$ cat config.mk
export PLATFORM = sky130hd
export DESIGN_NAME = pid_position_controller_core
export DESIGN_NICKNAME = d
export VERILOG_FILES = /design/src/pidc_pkg.sv /design/src/pid_position_controller_core.sv /design/src/pidc_cfg.sv /design/src/pidc_seq.sv /design/src/pidc_dp.sv
export SDC_FILE = /design/constraint.sdc
export NUM_CORES = 2
export LEC_CHECK = 0
export BUFFER_PORTS_ARGS = -buffer_cell sky130_fd_sc_hd__buf_2
export CAP_MARGIN = 20
export CORE_MARGIN = 2
export CORE_UTILIZATION = 25
export DETAILED_ROUTE_END_ITERATION = 10
export SLEW_MARGIN = 20
export SYNTH_ARGS = -nofsm -noshare
export SYNTH_HDL_FRONTEND = slang
export SYNTH_SLANG_ARGS = --single-unit
export TNS_END_PERCENT = 1
$ cat constraint.sdc
create_clock -name clk -period 17.2 [get_ports clk]
set_input_delay 2.58 -clock clk [delete_from_list [all_inputs] [get_ports clk]]
set_output_delay 2.58 -clock clk [all_outputs]
set_load 0.03 [all_outputs]
$ cat src/pidc_pkg.sv
// ---------------------------------------------------------------------------
// pidc_pkg
// Types, register codes and control word layout of the PID position core.
// ---------------------------------------------------------------------------
package pidc_pkg;

  // Sequencer step counter
  localparam int STEP_W    = 4;
  localparam int ROM_DEPTH = 10;

  // Configuration register indexes
  typedef enum logic [2:0] {
    REG_TARGET  = 3'd0,
    REG_GAIN_P  = 3'd1,
    REG_GAIN_I  = 3'd2,
    REG_GAIN_D  = 3'd3,
    REG_WINDOW  = 3'd4,
    REG_UPPER   = 3'd5,
    REG_LOWER   = 3'd6,
    REG_SCALE   = 3'd7
  } cfg_reg_t;

  // Request opcodes
  localparam logic OP_START  = 1'b0;
  localparam logic OP_SAMPLE = 1'b1;

  // Shared multiplier operand pairs
  typedef enum logic [2:0] {
    MUL_NONE,
    MUL_SCALE,
    MUL_KP,
    MUL_KI,
    MUL_KD
  } mul_op_t;

  // Accumulator control
  typedef enum logic [1:0] {
    ACC_NONE,
    ACC_LOAD,
    ACC_ADD
  } acc_op_t;

  // Datapath register loads
  typedef enum logic [2:0] {
    DP_NOP,
    DP_AVG,
    DP_ERR,
    DP_STATE,
    DP_OUT,
    DP_START
  } dp_op_t;

  // Jump conditions
  typedef enum logic {
    COND_NONE,
    COND_START
  } cond_t;

  typedef struct packed {
    mul_op_t             mul;
    acc_op_t             acc;
    dp_op_t              dp;
    cond_t               cond;
    logic [STEP_W-1:0]   target;
    logic                emit;
    logic                last;
  } cw_t;

  // Datapath status seen by the sequencer
  typedef struct packed {
    logic is_start;
    logic out_busy;
  } dp_status_t;

  // Configuration register file contents
  typedef struct packed {
    logic signed [31:0] target;
    logic signed [15:0] gain_p;
    logic signed [15:0] gain_i;
    logic signed [15:0] gain_d;
    logic        [30:0] window;
    logic signed [15:0] drive_upper;
    logic signed [15:0] drive_lower;
    logic        [15:0] sensor_scale;
  } cfg_t;

  localparam cw_t CW_NOP = '{
    mul: MUL_NONE, acc: ACC_NONE, dp: DP_NOP, cond: COND_NONE,
    target: '0, emit: 1'b0, last: 1'b0
  };

endpackage

$ cat src/pid_position_controller_core.sv
// ---------------------------------------------------------------------------
// pid_position_controller_core
// Position PID regulator with integral window reset and drive clamp.
// ---------------------------------------------------------------------------
// Usage:
//   Input channel (in_valid/in_ready): opcode 0 starts a run, clearing the
//   integral and loading the last error from in_motor_position; opcode 1 is a
//   control sample carrying four Q16.16 position readings.
//   Result channel (out_valid/out_ready): one result per request with the
//   clamped Q8.8 drive, the done flag and the saturated Q16.16 error.
//   Configuration: cfg_we writes cfg_data into register cfg_index at the
//   clock edge; write only while no request is in flight.
//   Timing: a sample runs a nine-word microprogram through the one shared
//   17x48 multiplier and the accumulator; a start request runs the first
//   word and then jumps to the start word. The next request is taken once
//   the sequencer has issued the last word of the current one.
//   The input takes a new request while the previous result waits in the
//   output register; a sequencer reaching its result step with the output
//   still unconsumed holds there until out_ready frees it.
//   Reset (rst_n low, synchronous) restores the register defaults, clears the
//   integral and previous error and drops out_valid.
// ---------------------------------------------------------------------------
module pid_position_controller_core (
  input  logic               clk,
  input  logic               rst_n,
  input  logic               in_valid,
  output logic               in_ready,
  input  logic               in_opcode,
  input  logic signed [31:0] in_motor_position,
  input  logic signed [31:0] in_sensor_a,
  input  logic signed [31:0] in_sensor_b,
  input  logic signed [31:0] in_sensor_c,
  output logic               out_valid,
  input  logic               out_ready,
  output logic signed [15:0] out_drive,
  output logic               out_done_res,
  output logic signed [31:0] out_error_value,
  input  logic               cfg_we,
  input  logic [2:0]         cfg_index,
  input  logic [31:0]        cfg_data
);

  pidc_pkg::cfg_t       cfg;
  pidc_pkg::cw_t        cw;
  pidc_pkg::dp_status_t status;
  logic                 busy;
  logic                 accept;

  assign in_ready = !busy;
  assign accept   = in_valid && in_ready;

  pidc_cfg u_cfg (
    .clk       (clk),
    .rst_n     (rst_n),
    .cfg_we    (cfg_we),
    .cfg_index (cfg_index),
    .cfg_data  (cfg_data),
    .cfg       (cfg)
  );

  pidc_seq u_seq (
    .clk    (clk),
    .rst_n  (rst_n),
    .start  (accept),
    .status (status),
    .busy   (busy),
    .cw     (cw)
  );

  pidc_dp u_dp (
    .clk               (clk),
    .rst_n             (rst_n),
    .cfg               (cfg),
    .cw                (cw),
    .in_load           (accept),
    .in_opcode         (in_opcode),
    .in_motor_position (in_motor_position),
    .in_sensor_a       (in_sensor_a),
    .in_sensor_b       (in_sensor_b),
    .in_sensor_c       (in_sensor_c),
    .status            (status),
    .out_valid         (out_valid),
    .out_ready         (out_ready),
    .out_drive         (out_drive),
    .out_done_res      (out_done_res),
    .out_error_value   (out_error_value)
  );

endmodule

$ cat src/pidc_cfg.sv
// ---------------------------------------------------------------------------
// pidc_cfg
// Configuration register file, written through a plain write port.
// ---------------------------------------------------------------------------
module pidc_cfg (
  input  logic               clk,
  input  logic               rst_n,
  input  logic               cfg_we,
  input  logic [2:0]         cfg_index,
  input  logic [31:0]        cfg_data,
  output pidc_pkg::cfg_t     cfg
);

  pidc_pkg::cfg_t cfg_r;

  always_ff @(posedge clk) begin
    if (!rst_n) begin
      cfg_r.target       <= 32'sd0;
      cfg_r.gain_p       <= 16'sd256;
      cfg_r.gain_i       <= 16'sd0;
      cfg_r.gain_d       <= 16'sd0;
      cfg_r.window       <= 31'd655360;
      cfg_r.drive_upper  <= 16'sd25600;
      cfg_r.drive_lower  <= -16'sd25600;
      cfg_r.sensor_scale <= 16'd256;
    end else if (cfg_we) begin
      case (pidc_pkg::cfg_reg_t'(cfg_index))
        pidc_pkg::REG_TARGET: cfg_r.target       <= cfg_data;
        pidc_pkg::REG_GAIN_P: cfg_r.gain_p       <= cfg_data[15:0];
        pidc_pkg::REG_GAIN_I: cfg_r.gain_i       <= cfg_data[15:0];
        pidc_pkg::REG_GAIN_D: cfg_r.gain_d       <= cfg_data[15:0];
        pidc_pkg::REG_WINDOW: cfg_r.window       <= cfg_data[30:0];
        pidc_pkg::REG_UPPER:  cfg_r.drive_upper  <= cfg_data[15:0];
        pidc_pkg::REG_LOWER:  cfg_r.drive_lower  <= cfg_data[15:0];
        pidc_pkg::REG_SCALE:  cfg_r.sensor_scale <= cfg_data[15:0];
        default: ;
      endcase
    end
  end

  assign cfg = cfg_r;

endmodule

$ cat src/pidc_seq.sv
// ---------------------------------------------------------------------------
// pidc_seq
// Step counter and control store; issues one control word per cycle unless a result step stalls on the output register.
// ---------------------------------------------------------------------------
module pidc_seq (
  input  logic                 clk,
  input  logic                 rst_n,
  input  logic                 start,
  input  pidc_pkg::dp_status_t status,
  output logic                 busy,
  output pidc_pkg::cw_t        cw
);

  logic                          busy_r, busy_nxt;
  logic [pidc_pkg::STEP_W-1:0]   step_r, step_nxt;
  pidc_pkg::cw_t                 rom_word;
  logic                          stall;
  logic                          jump;

  // Control store: sample program at 0..8, start program at 9
  function automatic pidc_pkg::cw_t rom(input logic [pidc_pkg::STEP_W-1:0] a);
    pidc_pkg::cw_t w;
    w = pidc_pkg::CW_NOP;
    case (a)
      4'd0: begin
        w.dp     = pidc_pkg::DP_AVG;
        w.cond   = pidc_pkg::COND_START;
        w.target = 4'(pidc_pkg::ROM_DEPTH - 1);
      end
      4'd1: w.mul = pidc_pkg::MUL_SCALE;
      4'd2: w.dp  = pidc_pkg::DP_ERR;
      4'd3: w.dp  = pidc_pkg::DP_STATE;
      4'd4: w.mul = pidc_pkg::MUL_KP;
      4'd5: begin
        w.mul = pidc_pkg::MUL_KI;
        w.acc = pidc_pkg::ACC_LOAD;
      end
      4'd6: begin
        w.mul = pidc_pkg::MUL_KD;
        w.acc = pidc_pkg::ACC_ADD;
      end
      4'd7: w.acc = pidc_pkg::ACC_ADD;
      4'd8: begin
        w.dp   = pidc_pkg::DP_OUT;
        w.emit = 1'b1;
        w.last = 1'b1;
      end
      4'd9: begin
        w.dp   = pidc_pkg::DP_START;
        w.emit = 1'b1;
        w.last = 1'b1;
      end
      default: w.last = 1'b1;
    endcase
    return w;
  endfunction

  assign rom_word = rom(step_r);
  // Hold a result step while the output register is still occupied
  assign stall    = busy_r && rom_word.emit && status.out_busy;
  assign jump     = (rom_word.cond == pidc_pkg::COND_START) && status.is_start;

  // Step counter and conditional jumps
  always_comb begin
    busy_nxt = busy_r;
    step_nxt = step_r;
    if (!busy_r) begin
      if (start) begin
        busy_nxt = 1'b1;
        step_nxt = '0;
      end
    end else if (!stall) begin
      if (rom_word.last) begin
        busy_nxt = 1'b0;
      end else if (jump) begin
        step_nxt = rom_word.target;
      end else begin
        step_nxt = step_r + 1'b1;
      end
    end
  end

  always_ff @(posedge clk) begin
    if (!rst_n) begin
      busy_r <= 1'b0;
      step_r <= '0;
    end else begin
      busy_r <= busy_nxt;
      step_r <= step_nxt;
    end
  end

  assign busy = busy_r;
  assign cw   = (busy_r && !stall) ? rom_word : pidc_pkg::CW_NOP;

endmodule

$ cat src/pidc_dp.sv
// ---------------------------------------------------------------------------
// pidc_dp
// Datapath: request latch, shared multiplier, accumulator, controller state
// and the output register.
// ---------------------------------------------------------------------------
module pidc_dp (
  input  logic                 clk,
  input  logic                 rst_n,
  input  pidc_pkg::cfg_t       cfg,
  input  pidc_pkg::cw_t        cw,
  input  logic                 in_load,
  input  logic                 in_opcode,
  input  logic signed [31:0]   in_motor_position,
  input  logic signed [31:0]   in_sensor_a,
  input  logic signed [31:0]   in_sensor_b,
  input  logic signed [31:0]   in_sensor_c,
  output pidc_pkg::dp_status_t status,
  output logic                 out_valid,
  input  logic                 out_ready,
  output logic signed [15:0]   out_drive,
  output logic                 out_done_res,
  output logic signed [31:0]   out_error_value
);

  // Latched request
  logic               op_r;
  logic signed [31:0] motor_r, sa_r, sb_r, sc_r;

  // Working registers
  logic signed [31:0] avg_r, avg_nxt;
  logic signed [64:0] prod_r, prod_nxt;
  logic signed [31:0] err_r, err_nxt;
  logic signed [32:0] deriv_r, deriv_nxt;
  logic               done_r;
  logic signed [65:0] acc_r, acc_nxt;
  logic signed [47:0] integ_r, integ_nxt;
  logic signed [31:0] prev_r;

  // Output register
  logic               out_valid_r;
  logic signed [15:0] out_drive_r, drive_nxt;
  logic               out_done_r;
  logic signed [31:0] out_err_r;

  logic signed [33:0] sum;
  logic signed [16:0] mul_coef;
  logic signed [47:0] mul_opnd;
  logic signed [39:0] scaled;
  logic signed [40:0] diff;
  logic        [31:0] mag;
  logic               in_window;
  logic signed [48:0] isum;
  logic signed [49:0] drv;
  logic signed [49:0] upper, lower;
  logic signed [31:0] target;
  logic signed [15:0] gp, gi, gd;

  assign target = cfg.target;
  assign gp     = cfg.gain_p;
  assign gi     = cfg.gain_i;
  assign gd     = cfg.gain_d;

  // Average of the four readings, floor by arithmetic shift
  assign sum     = 34'(motor_r) + 34'(sa_r) + 34'(sb_r) + 34'(sc_r);
  assign avg_nxt = sum[33:2];

  // Shared multiplier, registered
  always_comb begin
    mul_coef = '0;
    mul_opnd = '0;
    case (cw.mul)
      pidc_pkg::MUL_SCALE: begin
        mul_coef = {1'b0, cfg.sensor_scale};
        mul_opnd = 48'(avg_r);
      end
      pidc_pkg::MUL_KP: begin
        mul_coef = 17'(gp);
        mul_opnd = 48'(err_r);
      end
      pidc_pkg::MUL_KI: begin
        mul_coef = 17'(gi);
        mul_opnd = integ_r;
      end
      pidc_pkg::MUL_KD: begin
        mul_coef = 17'(gd);
        mul_opnd = 48'(deriv_r);
      end
      default: ;
    endcase
  end
  assign prod_nxt = mul_coef * mul_opnd;

  // Error: target minus scaled average, saturated to 32 bits
  assign scaled = prod_r[47:8];
  assign diff   = 41'(target) - 41'(scaled);
  always_comb begin
    if (diff[40:31] == {10{diff[40]}}) begin
      err_nxt = diff[31:0];
    end else if (diff[40]) begin
      err_nxt = 32'sh8000_0000;
    end else begin
      err_nxt = 32'sh7FFF_FFFF;
    end
  end

  // Integral with window reset and 48-bit saturation
  assign mag       = err_r[31] ? 32'(-err_r) : err_r;
  assign in_window = mag < {1'b0, cfg.window};
  assign isum      = 49'(integ_r) + 49'(err_r);
  always_comb begin
    if (!in_window) begin
      integ_nxt = '0;
    end else if (isum[48] != isum[47]) begin
      integ_nxt = isum[48] ? {1'b1, 47'd0} : {1'b0, {47{1'b1}}};
    end else begin
      integ_nxt = isum[47:0];
    end
  end
  assign deriv_nxt = 33'(err_r) - 33'(prev_r);

  // Accumulator of the three gain products
  always_comb begin
    case (cw.acc)
      pidc_pkg::ACC_LOAD: acc_nxt = 66'(prod_r);
      pidc_pkg::ACC_ADD:  acc_nxt = acc_r + 66'(prod_r);
      default:            acc_nxt = acc_r;
    endcase
  end

  // Drive: Q8.8 from the accumulator, zero when done, upper limit tested first
  assign drv   = acc_r[65:16];
  assign upper = 50'(cfg.drive_upper);
  assign lower = 50'(cfg.drive_lower);
  always_comb begin
    if (done_r) begin
      drive_nxt = '0;
    end else if (drv > upper) begin
      drive_nxt = cfg.drive_upper;
    end else if (drv < lower) begin
      drive_nxt = cfg.drive_lower;
    end else begin
      drive_nxt = drv[15:0];
    end
  end

  // Request latch and working registers
  always_ff @(posedge clk) begin
    if (in_load) begin
      op_r    <= in_opcode;
      motor_r <= in_motor_position;
      sa_r    <= in_sensor_a;
      sb_r    <= in_sensor_b;
      sc_r    <= in_sensor_c;
    end
    if (cw.dp == pidc_pkg::DP_AVG) avg_r <= avg_nxt;
    if (cw.mul != pidc_pkg::MUL_NONE) prod_r <= prod_nxt;
    if (cw.dp == pidc_pkg::DP_ERR) err_r <= err_nxt;
    if (cw.dp == pidc_pkg::DP_STATE) begin
      deriv_r <= deriv_nxt;
      done_r  <= (err_r == 32'sd0);
    end
    acc_r <= acc_nxt;
  end

  // Controller state: integral and previous error
  always_ff @(posedge clk) begin
    if (!rst_n) begin
      integ_r <= '0;
      prev_r  <= '0;
    end else if (cw.dp == pidc_pkg::DP_STATE) begin
      integ_r <= integ_nxt;
      prev_r  <= err_r;
    end else if (cw.dp == pidc_pkg::DP_START) begin
      integ_r <= '0;
      prev_r  <= motor_r;
    end
  end

  // Output register
  always_ff @(posedge clk) begin
    if (!rst_n) begin
      out_valid_r <= 1'b0;
    end else if (cw.emit) begin
      out_valid_r <= 1'b1;
    end else if (out_ready) begin
      out_valid_r <= 1'b0;
    end
    if (cw.dp == pidc_pkg::DP_OUT) begin
      out_drive_r <= drive_nxt;
      out_done_r  <= done_r;
      out_err_r   <= err_r;
    end else if (cw.dp == pidc_pkg::DP_START) begin
      out_drive_r <= '0;
      out_done_r  <= 1'b0;
      out_err_r   <= '0;
    end
  end

  assign status.is_start = (op_r == pidc_pkg::OP_START);
  assign status.out_busy = out_valid_r && !out_ready;

  assign out_valid       = out_valid_r;
  assign out_drive       = out_drive_r;
  assign out_done_res    = out_done_r;
  assign out_error_value = out_err_r;

endmodule

==> results by stage <==
Clock tree:
- The count of hold-fix buffers inserted at cts is 0.
- The clock tree synthesis step divided the H-tree into 3 levels.
- The library cell used as clock root buffer is sky130_fd_sc_hd__clkbuf_16.
- The clock sink total is 652.
- The number of buffers inserted during clock tree synthesis is 78.
- The maximum clock path buffer count is 3.
- The clock reaches the later pin of the worst-skew pair after 720 ps.
- The clock input transition at the sequential cells of the worst setup and hold paths is 60 ps.
- The CTS tree is built.
- The number of instances resized during post-cts repair is 0.
- The number of post-CTS setup repair buffers is 0.

Die:
- 220 I/O pins were placed.
- Measured along the y axis, the die boundary spans 523 µm.
- The placeable core region is 268000 µm².
- The number of standard-cell rows in the floorplan is 190.
- The die covers 273000 µm².
- Once the floorplan was initialized, standard cells occupied 25.1% of the core.
- The horizontal die dimension is 523 µm.

Timing:
- Setup repair after global routing left no endpoint under its margin.
- Based on the critical path, the design can be clocked at up to 98.8 MHz.
- Setup violations remaining at the end of the flow were counted as 0.
- For the finished layout, the period the worst path requires is 10120 ps.
- The clock skew is 42.1 ps.
- For the pin with the worst max-slew slack, the measured transition is 1100 ps.
- The minimum hold slack is 454 ps.
- The number of hold violations in the final report is 0.
- The number of max-slew violations in the final report is 0.
- Measured against its own limit, the worst slew margin works out to 26.7%.
- The final setup TNS is 0 ps.
- The period utilization is 58.9%.

Detailed routing:
- After the first detailed-routing iteration, the DRC count stood at 4478.
- Once detail routing completed, the nets flagged for antenna violations numbered 0.
- The residual DRC count is 0.
- The routed layout has 53600 vias.
- In the final routed layout, each cell accounts on average for 19.4 µm.
- The final layout contains routed wiring with a total length of 215 mm.
- The first detailed-routing pass ran for 7 iterations.
- The via density per instance is 4.85.

Placement:
- The detailed placer's ending HPWL is 172 mm.
- Once placement finished, the instance area stood at 72800 µm².
- The number of buffers inserted by port buffering is 219.
- The final estimated routing congestion in global placement is 0.944.

Global routing:
- In the global route stage, overall resource usage came out at 15.5%.
- The number of antenna violations at the first check in global routing is 8.
- After global routing the overflow that remains totals 0.
- The via count of the first global-routing pass is 54200.
- The first global-routing pass estimated 328 mm of wire.
- Entering global routing, the biggest net connects 98 pins.

Final layout:
- The core utilization of the finished layout is 28.1%.
- The top cell types in the final layout, fill and taps aside, are sky130_fd_sc_hd__nand2_1, sky130_fd_sc_hd__inv_1, sky130_fd_sc_hd__fa_1.
- The number of nets in the finished design is 8933.
- The filler cells instantiated in the layout total 28200.
- The post-route cell area is 75300 µm².
- Compared with the post-synthesis result, the final layout area differs by 12.0%.
- The layout cell share with drive strength beyond 1 is 7.37%.
- The most common cell after layout, fill and taps aside is sky130_fd_sc_hd__nand2_1.

Worst setup path:
- The most repeated library cell on the critical path is sky130_fd_sc_hd__fa_1.
- STA puts the critical path data arrival time at 10590 ps.
- On the critical path the largest part of the delay comes from adder cells.
- The slowest stage of the critical path is the sky130_fd_sc_hd__a21oi_4 cell.
- For this run, the slowest stage of the critical path takes 900 ps.
- The critical path is of the register to register type.
- At the worst endpoint, the required time is 17660 ps.
- STA classifies the critical path endpoint as a register.
- The critical path buffer and inverter count is 5.
- In this run the worst path has a maximum fanout of 27.
- The kind of start point of the critical path is a register.

Pwr:
- Summed over all cells, the static leakage comes to 32.5 nW.
- The power density over cell area is 55.0 nW/µm².
- VDD sags by at most 0.0859 mV.

Logic synthesis:
- The synthesized design contains 407 enable-type register cells.
- Synthesis inferred 652 register bits.
- The average size of a mapped cell is 9.18 µm².
- The cell area after technology mapping is 67200 µm².
- The total number of yosys warnings is 0.
- The synthesized netlist cell count is 7328.
- The fraction of synthesized cell area taken by the top area cell type is 24.7%.
- By area the synthesized netlist is led by sky130_fd_sc_hd__fa_1, sky130_fd_sc_hd__edfxtp_1, sky130_fd_sc_hd__ha_1.
- The fraction of synthesis flops using an asynchronous set or reset pin is 0%.
- The total nets after synthesis is 8825.
- In the synthesized netlist the dominant register cell turns out to be sky130_fd_sc_hd__edfxtp_1.
- After synthesis, the netlist uses 85 different library cells.
- The top cell type by total area after synthesis is sky130_fd_sc_hd__fa_1.
- After synthesis, flip-flops and latches occupy 25.5% of the total area.

Job:
- The tool flagged a number of max-cap violations equal to 0.

Hold path:
- The worst hold path belongs to the class register to register.

Status:
- The run finished with clean final reports.
path summary, 6_finish.rpt:
path | start | to | slack (ps) | depth (start not counted)
worst max-delay path | u_seq.step_r[1] | u_dp.prod_r[50] | 7080 | 29
worst max register to register | u_seq.step_r[1] | u_dp.prod_r[50] | 7080 | 29
worst min register to register | u_cfg.cfg[90] | u_cfg.cfg[90] | 450 | 2
worst min-delay path | u_cfg.cfg[90] | u_cfg.cfg[90] | 450 | 2
flip-flops by register name, summed over array words and instances, names as in the netlist, 4 cells and up:
register / flops
u_cfg.cfg: 159
u_dp.acc_r: 66
u_dp.avg_r: 32
u_dp.deriv_r: 33
u_dp.err_r: 32
u_dp.integ_r: 48
u_dp.motor_r: 32
u_dp.out_drive: 16
u_dp.out_error_value: 32
u_dp.prev_r: 32
u_dp.prod_r: 65
u_dp.sa_r: 32
u_dp.sb_r: 32
u_dp.sc_r: 32
u_seq.step_r: 4
layer usage:
layer  routed length (µm)  track usage (%)  up-vias  part of all wire [%]
met4                 9970             6.56        0                   4.6
met1                94900             21.2    26600                    44
met2                93900             24.0     2022                    44
met3                16200             2.55      345                   7.5
li1                     -                -    24600                     -
met5                    0                0        -                     0
worst register-to-register path, delay by kind of cell, from the launching register on:
family | cells | cell delay (ps)
XOR/XNOR | 1 | 130
AND/OR/NAND/NOR | 9 | 1800
AO/OA/AOI/OAI | 6 | 2880
adder cells (fa/ha/maj) | 8 | 3790
buffers and inverters | 5 | 900
flip-flops | 1 | 400
where the power goes:
group	internal, mW	switching (mW)
Clock	0.933	0.726
Sequential	1.76	0.0584
Combinational	0.259	0.405
stage by stage:
stage | std cells | worst slack [ps] | power [mW]
6_report | 11100 | 7080 | 4.14
5_1_grt | 11100 | 6460 | 4.30
4_1_cts | 11100 | 7130 | 4.17
3_5_place_dp | 10900 | 7060 | 2.50
3_3_place_gp | 10900 | 7250 | 2.48
2_1_floorplan | 7328 | 8820 | 2.29
synthesized netlist by cell type, types with 23 or more instances:
cell and count:
sky130_fd_sc_hd__nand2_1 1071, sky130_fd_sc_hd__inv_1 1000, sky130_fd_sc_hd__fa_1 830, sky130_fd_sc_hd__nor2_1 630
sky130_fd_sc_hd__a21oi_1 525, sky130_fd_sc_hd__ha_1 498, sky130_fd_sc_hd__edfxtp_1 407, sky130_fd_sc_hd__clkbuf_1 276
sky130_fd_sc_hd__o21ai_0 270, sky130_fd_sc_hd__dfxtp_1 245, sky130_fd_sc_hd__a21o_1 207, sky130_fd_sc_hd__xnor2_1 203
sky130_fd_sc_hd__nand3_1 84, sky130_fd_sc_hd__xor2_1 83, sky130_fd_sc_hd__nand4_1 59, sky130_fd_sc_hd__nor2b_1 57
sky130_fd_sc_hd__a221oi_1 53, sky130_fd_sc_hd__mux2i_1 53, sky130_fd_sc_hd__a22o_1 51, sky130_fd_sc_hd__nand2b_1 51
sky130_fd_sc_hd__and2_1 50, sky130_fd_sc_hd__nor3_1 49, sky130_fd_sc_hd__a221o_1 48, sky130_fd_sc_hd__o21bai_1 36
sky130_fd_sc_hd__a311oi_1 35, sky130_fd_sc_hd__o211ai_1 35, sky130_fd_sc_hd__o21a_1 34, sky130_fd_sc_hd__and3_1 30
sky130_fd_sc_hd__a31oi_1 27, sky130_fd_sc_hd__mux2_2 26, sky130_fd_sc_hd__a211oi_1 24, sky130_fd_sc_hd__o31ai_1 23
kinds of logic after synthesis:
group                    count (synthesis)  synth area share, %
adder cells (fa/ha/maj)               1328                 34.0
AND/OR/NAND/NOR                       2174                 13.8
flip-flops                             652                 25.5
buffers and inverters                 1316                 7.43
XOR/XNOR                               286                 3.73
multiplexers                            79                 1.22
AO/OA/AOI/OAI                         1493                 14.3
final cells by class:
class | instances | area, µm² | area share (%)
well taps | 3552 | 4440 | 5.90
flip-flops and latches | 652 | 17100 | 22.7
clock inverters | 36 | 402 | 0.533
multi-input cells | 5360 | 45400 | 60.3
diodes | 1 | 2.50 | 0.00332
inverters | 1001 | 3760 | 5.00
clock buffers | 107 | 2110 | 2.80
repair buffers | 343 | 2020 | 2.69
(Power assumes the default switching activity.)
